===== src/hdl/bbpq_pkg.sv =====
// shared types, constants and helpers for the biased block palette quantizer
// no dependencies; imported by bbpq_ctrl, bbpq_datapath and the core top level

package bbpq_pkg;

    // item geometry
    localparam int NUM_COLORS = 4;
    localparam int NUM_PIXELS = 4;
    localparam int NUM_CHANNELS = 3;
    localparam int CH_W = 8;
    localparam int RGB_W = 24;
    localparam int COORD_W = 7;
    localparam int CODE_W = 2;
    localparam int PIX_SEL_W = 2;

    // arithmetic widths
    localparam int SQ_W = 16;
    localparam int SQ_SUM_W = 18;
    localparam int DIST_W = 20;
    localparam int RES_W = 22;
    localparam int ROOT_W = 10;
    localparam int CNT_W = 14;
    localparam int TOTAL_W = 15;
    localparam int ERR_W = 12;
    localparam int BYTE_W = 12;
    localparam int SHIFT_W = 3;

    // sequencing
    localparam int ROOT_STEPS = 11;
    localparam int STEP_W = 4;
    localparam int BIAS_SHIFT = 4;

    // constant values
    localparam logic [RES_W-1:0] ROOT_ONE_INIT = RES_W'(1) << (2 * (ROOT_STEPS - 1));
    localparam logic [CNT_W-1:0] CNT_MAX = {CNT_W{1'b1}};
    localparam logic [TOTAL_W-1:0] ERR_MAX = TOTAL_W'({ERR_W{1'b1}});

    typedef logic [RGB_W-1:0] rgb_t;

    localparam rgb_t PALETTE_RESET [NUM_COLORS] = '{
        24'h00FF00, 24'hFFFF00, 24'h0000FF, 24'hFF0000
    };

    // controller to datapath commands
    typedef struct packed {
        logic                 load;
        logic                 dist_en;
        logic [PIX_SEL_W-1:0] pix_sel;
        logic                 root_step;
        logic                 total_en;
        logic                 out_load;
    } dp_cmd_t;

    // datapath to controller status
    typedef struct packed {
        logic out_free;
    } dp_status_t;

    // squared absolute difference of two channel values
    function automatic logic [SQ_W-1:0] abs_square(input logic [CH_W-1:0] a,
                                                   input logic [CH_W-1:0] b);
        logic [CH_W-1:0] d;
        d = (a >= b) ? (a - b) : (b - a);
        return SQ_W'(d) * SQ_W'(d);
    endfunction

endpackage


===== src/hdl/bbpq_ctrl.sv =====
// sequencer for the block quantizer: accept, distance, root, total, deliver
// depends on bbpq_pkg for the command and status structs

module bbpq_ctrl
    import bbpq_pkg::*;
(
    input  logic       clk,
    input  logic       rst_n,
    input  logic       in_valid,
    output logic       in_stall,
    input  dp_status_t status,
    output dp_cmd_t    cmd
);

    typedef enum logic [4:0] {
        S_IDLE  = 5'b00001,
        S_DIST  = 5'b00010,
        S_ROOT  = 5'b00100,
        S_TOTAL = 5'b01000,
        S_DONE  = 5'b10000
    } state_t;

    localparam logic [STEP_W-1:0] DIST_LAST = STEP_W'(NUM_PIXELS - 1);
    localparam logic [STEP_W-1:0] ROOT_LAST = STEP_W'(ROOT_STEPS - 1);

    state_t            state_reg, state_next;
    logic [STEP_W-1:0] step_reg, step_next;

    // input side is open only between items
    assign in_stall = (state_reg != S_IDLE);

    // next state and commands
    always_comb
    begin
        state_next = state_reg;
        step_next  = step_reg;
        cmd        = '0;
        cmd.pix_sel = step_reg[PIX_SEL_W-1:0];
        unique case (state_reg)
            S_IDLE:
            begin
                if (in_valid)
                begin
                    cmd.load   = 1'b1;
                    step_next  = '0;
                    state_next = S_DIST;
                end
            end
            S_DIST:
            begin
                cmd.dist_en = 1'b1;
                if (step_reg == DIST_LAST)
                begin
                    step_next  = '0;
                    state_next = S_ROOT;
                end
                else
                begin
                    step_next = step_reg + 1'b1;
                end
            end
            S_ROOT:
            begin
                cmd.root_step = 1'b1;
                if (step_reg == ROOT_LAST)
                begin
                    step_next  = '0;
                    state_next = S_TOTAL;
                end
                else
                begin
                    step_next = step_reg + 1'b1;
                end
            end
            S_TOTAL:
            begin
                cmd.total_en = 1'b1;
                state_next   = S_DONE;
            end
            S_DONE:
            begin
                if (status.out_free)
                begin
                    cmd.out_load = 1'b1;
                    state_next   = S_IDLE;
                end
            end
            default:
            begin
                state_next = S_IDLE;
            end
        endcase
    end

    // state registers
    always_ff @(posedge clk or negedge rst_n)
    begin
        if (!rst_n)
        begin
            state_reg <= S_IDLE;
            step_reg  <= '0;
        end
        else
        begin
            state_reg <= state_next;
            step_reg  <= step_next;
        end
    end

    // the totals are formed only after a full run of root steps
    assert property (@(posedge clk) disable iff (!rst_n)
        (state_reg == S_TOTAL) |-> ($past(state_reg) == S_ROOT && $past(step_reg) == ROOT_LAST))
        else $error("totals formed before the root iterations finished");

    // an accepted word always starts the distance phase at pixel zero
    assert property (@(posedge clk) disable iff (!rst_n)
        (in_valid && !in_stall) |=> (state_reg == S_DIST && step_reg == '0))
        else $error("accepted word did not start the distance phase");

    // delivery never happens while the result slot is held
    assert property (@(posedge clk) disable iff (!rst_n)
        cmd.out_load |-> status.out_free)
        else $error("result loaded into a held output slot");

endmodule


===== src/hdl/bbpq_datapath.sv =====
// datapath: palette registers, distance lanes, square root lanes, usage counters, output
// depends on bbpq_pkg for widths, constants, command struct and abs_square

module bbpq_datapath
    import bbpq_pkg::*;
#(
    parameter int BLOCKS_PER_ROW = 128
)
(
    input  logic                 clk,
    input  logic                 rst_n,
    input  logic                 cfg_write,
    input  logic [1:0]           cfg_index,
    input  logic [RGB_W-1:0]     cfg_data,
    input  logic [RGB_W-1:0]     pixel_top_left,
    input  logic [RGB_W-1:0]     pixel_top_right,
    input  logic [RGB_W-1:0]     pixel_bottom_left,
    input  logic [RGB_W-1:0]     pixel_bottom_right,
    input  logic [COORD_W-1:0]   block_column,
    input  logic [COORD_W-1:0]   block_row,
    input  logic                 frame_start,
    input  dp_cmd_t              cmd,
    output dp_status_t           status,
    input  logic                 out_stall,
    output logic                 out_valid,
    output logic [CODE_W-1:0]    color_code,
    output logic [BYTE_W-1:0]    byte_index,
    output logic [SHIFT_W-1:0]   bit_shift,
    output logic [ERR_W-1:0]     biased_error
);

    localparam int POS_RAW_W = COORD_W + 1 + $clog2(BLOCKS_PER_ROW);
    localparam int POS_W = (POS_RAW_W > BYTE_W + 2) ? POS_RAW_W : BYTE_W + 2;

    rgb_t                palette_reg [NUM_COLORS];
    rgb_t                pix_reg [NUM_PIXELS];
    logic [COORD_W-1:0]  col_reg;
    logic [COORD_W-1:0]  row_reg;
    logic [DIST_W-1:0]   rem_reg [NUM_COLORS];
    logic [RES_W-1:0]    res_reg [NUM_COLORS];
    logic [RES_W-1:0]    one_reg;
    logic [TOTAL_W-1:0]  total_reg [NUM_COLORS];
    logic [CNT_W-1:0]    count_reg [NUM_COLORS];
    logic                out_valid_reg;
    logic [CODE_W-1:0]   code_reg;
    logic [BYTE_W-1:0]   byte_reg;
    logic [SHIFT_W-1:0]  shift_reg;
    logic [ERR_W-1:0]    err_reg;

    rgb_t                cur_pix;
    logic [SQ_SUM_W-1:0] sq_sum [NUM_COLORS];
    logic [RES_W-1:0]    trial [NUM_COLORS];
    logic                take [NUM_COLORS];
    logic [ROOT_W-1:0]   root_rnd [NUM_COLORS];
    logic [CODE_W-1:0]   best_idx;
    logic [TOTAL_W-1:0]  best_total;
    logic [POS_W-1:0]    pos;

    assign status.out_free = !out_valid_reg || !out_stall;

    // palette registers
    always_ff @(posedge clk or negedge rst_n)
    begin
        if (!rst_n)
        begin
            for (int c = 0; c < NUM_COLORS; c++)
            begin
                palette_reg[c] <= PALETTE_RESET[c];
            end
        end
        else if (cfg_write)
        begin
            palette_reg[cfg_index] <= cfg_data;
        end
    end

    // capture the input word
    always_ff @(posedge clk)
    begin
        if (cmd.load)
        begin
            pix_reg[0] <= pixel_top_left;
            pix_reg[1] <= pixel_top_right;
            pix_reg[2] <= pixel_bottom_left;
            pix_reg[3] <= pixel_bottom_right;
            col_reg    <= block_column;
            row_reg    <= block_row;
        end
    end

    // one pixel against all four palette colors per cycle
    assign cur_pix = pix_reg[cmd.pix_sel];

    always_comb
    begin
        for (int c = 0; c < NUM_COLORS; c++)
        begin
            sq_sum[c] = '0;
            for (int ch = 0; ch < NUM_CHANNELS; ch++)
            begin
                sq_sum[c] = sq_sum[c] + SQ_SUM_W'(abs_square(
                    cur_pix[RGB_W-1-CH_W*ch -: CH_W],
                    palette_reg[c][RGB_W-1-CH_W*ch -: CH_W]));
            end
        end
    end

    // one restoring root digit per lane and cycle
    always_comb
    begin
        for (int c = 0; c < NUM_COLORS; c++)
        begin
            trial[c] = res_reg[c] + one_reg;
            take[c]  = (RES_W'(rem_reg[c]) >= trial[c]);
        end
    end

    // distance accumulation, then the remainder and root of each lane
    always_ff @(posedge clk)
    begin
        if (cmd.load)
        begin
            one_reg <= ROOT_ONE_INIT;
            for (int c = 0; c < NUM_COLORS; c++)
            begin
                rem_reg[c] <= '0;
                res_reg[c] <= '0;
            end
        end
        else if (cmd.dist_en)
        begin
            for (int c = 0; c < NUM_COLORS; c++)
            begin
                rem_reg[c] <= rem_reg[c] + DIST_W'(sq_sum[c]);
            end
        end
        else if (cmd.root_step)
        begin
            one_reg <= one_reg >> 2;
            for (int c = 0; c < NUM_COLORS; c++)
            begin
                if (take[c])
                begin
                    rem_reg[c] <= rem_reg[c] - DIST_W'(trial[c]);
                    res_reg[c] <= (res_reg[c] >> 1) + one_reg;
                end
                else
                begin
                    res_reg[c] <= res_reg[c] >> 1;
                end
            end
        end
    end

    // round to nearest and add the usage bias
    always_comb
    begin
        for (int c = 0; c < NUM_COLORS; c++)
        begin
            root_rnd[c] = res_reg[c][ROOT_W-1:0]
                        + ROOT_W'(RES_W'(rem_reg[c]) > res_reg[c]);
        end
    end

    always_ff @(posedge clk)
    begin
        if (cmd.total_en)
        begin
            for (int c = 0; c < NUM_COLORS; c++)
            begin
                total_reg[c] <= TOTAL_W'(root_rnd[c]) + TOTAL_W'(count_reg[c] >> BIAS_SHIFT);
            end
        end
    end

    // lowest total wins, lower index on a tie
    always_comb
    begin
        best_idx   = '0;
        best_total = total_reg[0];
        for (int c = 1; c < NUM_COLORS; c++)
        begin
            if (total_reg[c] < best_total)
            begin
                best_idx   = CODE_W'(c);
                best_total = total_reg[c];
            end
        end
    end

    // linear block position for packing
    assign pos = POS_W'(row_reg) * POS_W'(BLOCKS_PER_ROW) + POS_W'(col_reg);

    // usage counters: cleared at frame start, winner bumped on delivery
    always_ff @(posedge clk or negedge rst_n)
    begin
        if (!rst_n)
        begin
            for (int c = 0; c < NUM_COLORS; c++)
            begin
                count_reg[c] <= '0;
            end
        end
        else if (cmd.load && frame_start)
        begin
            for (int c = 0; c < NUM_COLORS; c++)
            begin
                count_reg[c] <= '0;
            end
        end
        else if (cmd.out_load && count_reg[best_idx] != CNT_MAX)
        begin
            count_reg[best_idx] <= count_reg[best_idx] + 1'b1;
        end
    end

    // output word valid
    always_ff @(posedge clk or negedge rst_n)
    begin
        if (!rst_n)
        begin
            out_valid_reg <= 1'b0;
        end
        else if (cmd.out_load)
        begin
            out_valid_reg <= 1'b1;
        end
        else if (!out_stall)
        begin
            out_valid_reg <= 1'b0;
        end
    end

    // output word payload
    always_ff @(posedge clk)
    begin
        if (cmd.out_load)
        begin
            code_reg  <= best_idx;
            byte_reg  <= pos[BYTE_W+1:2];
            shift_reg <= {~pos[1:0], 1'b0};
            err_reg   <= (best_total > ERR_MAX) ? ERR_W'(ERR_MAX) : best_total[ERR_W-1:0];
        end
    end

    assign out_valid    = out_valid_reg;
    assign color_code   = code_reg;
    assign byte_index   = byte_reg;
    assign bit_shift    = shift_reg;
    assign biased_error = err_reg;

    // after the last digit each lane holds a floor root: remainder at most twice the root
    for (genvar g = 0; g < NUM_COLORS; g++)
    begin : g_root_chk
        assert property (@(posedge clk) disable iff (!rst_n)
            cmd.total_en |-> (RES_W'(rem_reg[g]) <= (res_reg[g] << 1)))
            else $error("square root lane left an oversized remainder");
    end

    // the root weight was one on the last root digit and is zero when the totals are formed
    assert property (@(posedge clk) disable iff (!rst_n)
        cmd.total_en |-> (one_reg == '0 && $past(one_reg) == RES_W'(1)))
        else $error("root iteration count does not match the radicand width");

    // a delivered word is shown on the next cycle
    assert property (@(posedge clk) disable iff (!rst_n)
        cmd.out_load |=> out_valid_reg)
        else $error("loaded result word not presented");

endmodule


===== src/hdl/biased_block_palette_quantizer_core.sv =====
// top level of the biased 2x2 block palette quantizer
// depends on bbpq_pkg, bbpq_ctrl and bbpq_datapath
//
//  channel   handshake             payload
//  -------   -------------------   ---------------------------------------------------
//  input     in_valid / in_stall   four pixels, block_column, block_row, frame_start
//  output    out_valid/out_stall   color_code, byte_index, bit_shift, biased_error
//  config    cfg_write             cfg_index, cfg_data (palette colors 0..3)
//
// each word runs from acceptance to the next acceptance through accept, distance (one
// pixel against all four colors per step), square root digits, total and deliver; the
// square root is an 11-step restoring run per palette lane
// the next word is taken while a finished result waits; delivery of the following one
// waits on out_stall; reset is asynchronous, active low, and restores the palette
// defaults and clears the usage counters; no clearing pass is needed

module biased_block_palette_quantizer_core
    import bbpq_pkg::*;
#(
    parameter int BLOCKS_PER_ROW = 128
)
(
    input  logic                 clk,
    input  logic                 rst_n,
    input  logic                 cfg_write,
    input  logic [1:0]           cfg_index,
    input  logic [RGB_W-1:0]     cfg_data,
    input  logic                 in_valid,
    output logic                 in_stall,
    input  logic [RGB_W-1:0]     pixel_top_left,
    input  logic [RGB_W-1:0]     pixel_top_right,
    input  logic [RGB_W-1:0]     pixel_bottom_left,
    input  logic [RGB_W-1:0]     pixel_bottom_right,
    input  logic [COORD_W-1:0]   block_column,
    input  logic [COORD_W-1:0]   block_row,
    input  logic                 frame_start,
    output logic                 out_valid,
    input  logic                 out_stall,
    output logic [CODE_W-1:0]    color_code,
    output logic [BYTE_W-1:0]    byte_index,
    output logic [SHIFT_W-1:0]   bit_shift,
    output logic [ERR_W-1:0]     biased_error
);

    dp_cmd_t    cmd;
    dp_status_t status;

    // sequencer
    bbpq_ctrl u_ctrl (
        .clk      (clk),
        .rst_n    (rst_n),
        .in_valid (in_valid),
        .in_stall (in_stall),
        .status   (status),
        .cmd      (cmd)
    );

    // arithmetic and storage
    bbpq_datapath #(
        .BLOCKS_PER_ROW (BLOCKS_PER_ROW)
    ) u_datapath (
        .clk                (clk),
        .rst_n              (rst_n),
        .cfg_write          (cfg_write),
        .cfg_index          (cfg_index),
        .cfg_data           (cfg_data),
        .pixel_top_left     (pixel_top_left),
        .pixel_top_right    (pixel_top_right),
        .pixel_bottom_left  (pixel_bottom_left),
        .pixel_bottom_right (pixel_bottom_right),
        .block_column       (block_column),
        .block_row          (block_row),
        .frame_start        (frame_start),
        .cmd                (cmd),
        .status             (status),
        .out_stall          (out_stall),
        .out_valid          (out_valid),
        .color_code         (color_code),
        .byte_index         (byte_index),
        .bit_shift          (bit_shift),
        .biased_error       (biased_error)
    );

endmodule


===== config.mk =====
export PLATFORM = sky130hd
export DESIGN_NAME = biased_block_palette_quantizer_core
export DESIGN_NICKNAME = d
export VERILOG_FILES = /design/src/hdl/bbpq_pkg.sv /design/src/hdl/bbpq_ctrl.sv /design/src/hdl/bbpq_datapath.sv /design/src/hdl/biased_block_palette_quantizer_core.sv
export SDC_FILE = /design/constraint.sdc
export NUM_CORES = 2
export LEC_CHECK = 0
export BUFFER_PORTS_ARGS = -buffer_cell sky130_fd_sc_hd__buf_2
export CORE_ASPECT_RATIO = 2
export CORE_MARGIN = 2
export CORE_UTILIZATION = 45
export CTS_CLUSTER_SIZE = 25
export DETAILED_ROUTE_END_ITERATION = 8
export GPL_TIMING_DRIVEN = 0
export PLACE_DENSITY_LB_ADDON = 0.1
export SYNTH_ARGS = -nofsm -noshare
export SYNTH_HDL_FRONTEND = slang
export SYNTH_SLANG_ARGS = --single-unit

===== constraint.sdc =====
create_clock -name clk -period 44.6 [get_ports clk]
set_clock_uncertainty 0.2 [all_clocks]
set_input_delay 8.92 -clock clk [delete_from_list [all_inputs] [get_ports clk]]
set_output_delay 8.92 -clock clk [all_outputs]
set_load 0.05 [all_outputs]

==> out/qor.csv <==
stage,metric,value,unit
drt,vias_per_cell,5.52,
placement,dp_hpwl,165000,µm
global_route,grt_busiest_layer,met2,
setup_path,worstRegToRegCells,55,
min_path,min_path_type,flip-flop to flip-flop,
clock_tree,cts_made_buffers,53,
finish,syn2layout_area_growth,8.03,%
clock_tree,cts_buffer_depth,3,
logic_synthesis,async_flop_share,31.0,%
die,ios,173,
finish,drive_above_1_share,7.89,%
min_path,hold_end,u_datapath.byte_index[4],
global_route,globalRouteMet2Util,50.1,%
global_route,grt_max_degree,108,
logic_synthesis,syn_area,0.0665,mm²
finish,fillCellCount,14300,
setup_path,slowest_delay,0.83,ns
logic_synthesis,synth_seq_cells,522,
setup_path,reg2reg_slack,27.85,ns
setup_path,crit_required,44.81,ns
timing,finalSetupViolCount,0,
drt,first_iter_violations,2194,
logic_synthesis,synth.distinct_cells,118,
min_path,hp-start,u_datapath.col_reg[6],
setup_path,reg2reg_to,u_datapath.rem_reg[1][18],
setup_path,crit_type,flip-flop to flip-flop,
setup_path,crit_buf_inv,11,
die,initial_core_util,45.3,%
global_route,grt_pass1_wl,299000,µm
setup_path,startpoint,u_ctrl.step_reg[0],
timing,fin_crit_sh,37.6,%
global_route,grt_overflow,0,
logic_synthesis,synth_warnings,0,
logic_synthesis,synth-simple-area-share,11.9,%
logic_synthesis,synth_compound_area_share,13.6,%
setup_path,cp_top_family,adder cells,
clock_tree,post_cts_buffers,0,
logic_synthesis,synth-edff-count,349,
drt,routed_wl,196000,µm
logic_synthesis,synthCells,7131,
clock_tree,clkTransAtPathRegs,0.07,ns
timing,tns,0,ns
clock_tree,clock_latency,0.70,ns
timing,min_period,16.76,ns
drt,drc,26,
setup_path,critical_path.max_fanout,10,
setup_path,worstReg2RegStart,u_ctrl.step_reg[0],
setup_path,cp_common_cell,fa_1,
clock_tree,cts_hold_buffers,0,
logic_synthesis,synth_top_family_by_area,adder cells,
die,die_h,548,µm
status,failed_checks,DRC,
clock_tree,root_buffer,clkbuf_16,
die,fp.dieArea,0.151,mm²
drt,postRouteAntennaNets,0,
drt,vias,51500,
setup_path,critPathLaunchType,flip-flop,
status,status,"complete, but fails checks",
setup_path,end_kind,flip-flop,
run,max-cap-violations,0,
setup_path,slowest_stage,buf_1,
finish,nNetsFinal,8974,
global_route,grt_use_total,26.0,%
logic_synthesis,avgSynthCellArea,9.33,µm²
logic_synthesis,synthFlopType,edfxtp_1,
timing,hold_viol,0,
timing,worst_slew_pin_slew,1.41,ns
clock_tree,cts_tree,done,
drt,wl_per_cell,21.0,µm
global_route,antenna_found_initial,14,
clock_tree,cts_sinks,522,
logic_synthesis,ys_seq_area_share,22.2,%
placement,gp_congestion,0.966,
die,coreArea,0.147,mm²
global_route,grt_use_met3,2.93,%
timing,max_freq,0.0597,GHz
die,die_x,276,µm
logic_synthesis,synth_xor_xnor_area_share,7.46,%
setup_path,cp.arrival,16.97,ns
logic_synthesis,muxShareOfSynthArea,4.58,%
global_route,grt_use_met1,24.7,%
timing,max_slew_margin,6.08,%
clock_tree,htreeDepth,2,
clock_tree,cts_resized,0,
die,fp-row-count,199,
logic_synthesis,synthAdderAreaFrac,33.2,%
min_path,worstHoldPathCells,0,
global_route,grt_pass1_vias,54100,
drt,firstDrtPassIters,8,
timing,drv_slew,0,
timing,rsz0062_at_grt,no,
placement,numPortBuffers,170,
==> through the flow <==
stage               setup slack, ns  area [µm²]  utilization (%)  instances  hold slack (ns)
floorplan                     30.52       66600                -       7132            0.200
global placement              27.83       69800             47.5       9211            0.201
detailed placement            27.74       70000             47.7       9220            0.205
CTS                           27.67       71900             48.9       9319            0.222
global route                  26.93       71900             48.9       9320            0.233
finish                        27.85       71900             48.9       9328            0.220
==> routing by layer <==
| metal | part of all wire (%) | vias up |
|---|---|---|
| met5 | 0.020 | - |
| met4 | 9.0 | 6 |
| li1 | - | 24900 |
| met3 | 2.9 | 482 |
| met2 | 54 | 1006 |
| met1 | 34 | 25100 |
==> cells by family after synthesis <==
group,count (synthesis)
AO/OA/AOI/OAI,1387
XOR/XNOR,565
adder cells (fa/ha/maj),1466
buffers and inverters,1236
flip-flops,522
multiplexers,260
other,1
AND/OR/NAND/NOR,1694
==> how the worst max path moves through the flow <==
| stage | to | slack (ns) | cells after the start |
|---|---|---|---|
| floorplan | u_datapath.rem_reg[1][18] | 30.52 | 57 |
| global placement | u_datapath.rem_reg[1][19] | 27.83 | 55 |
| detailed placement | u_datapath.rem_reg[1][18] | 27.74 | 54 |
| CTS | u_datapath.rem_reg[1][18] | 27.67 | 54 |
| global route | u_datapath.rem_reg[1][18] | 26.93 | 54 |
| finish | u_datapath.rem_reg[1][18] | 27.85 | 55 |
==> synthesized netlist by cell type (102+ instances only) <==
cell type / number / area [µm²]
ha_1: 967 / 12100
inv_1: 1092 / 4100
o21bai_1: 102 / 766
nand2_1: 462 / 1730
nor2_1: 574 / 2150
dfrtp_1: 121 / 3030
mux2i_1: 124 / 1240
xnor2_1: 389 / 3410
clkbuf_1: 103 / 387
xor2_1: 174 / 1520
a21oi_1: 357 / 1790
fa_1: 499 / 9990
o21ai_0: 292 / 1460
nand3_1: 115 / 576
a21o_1: 122 / 916
mux2_2: 106 / 1190
edfxtp_1: 349 / 10500
==> layout make-up <==
type	count	area, µm²	area share (%)
well taps	1909	2390	3.32
diodes	9	22.5	0.0313
flip-flops and latches	522	14800	20.6
multi-input cells	5374	47100	65.5
repair buffers	179	1040	1.44
inverters	1094	4110	5.71
clock inverters	33	413	0.574
clock buffers	66	1450	2.02
plain buffers	142	603	0.839
==> placed cells by master, fill, tap and decap left out, drive strengths merged, types with 124 or more instances in the layout <==
| cell type | count |
|---|---|
| inv | 1101 |
| ha | 967 |
| nor2 | 577 |
| fa | 499 |
| nand2 | 465 |
| xnor2 | 391 |
| a21oi | 359 |
| edfxtp | 349 |
| o21ai | 305 |
| buf | 218 |
| xor2 | 174 |
| clkbuf | 169 |
| mux2i | 124 |
Power is not shown: default switching activity piles up to over one toggle a cycle in this logic, so the estimate is an artifact.
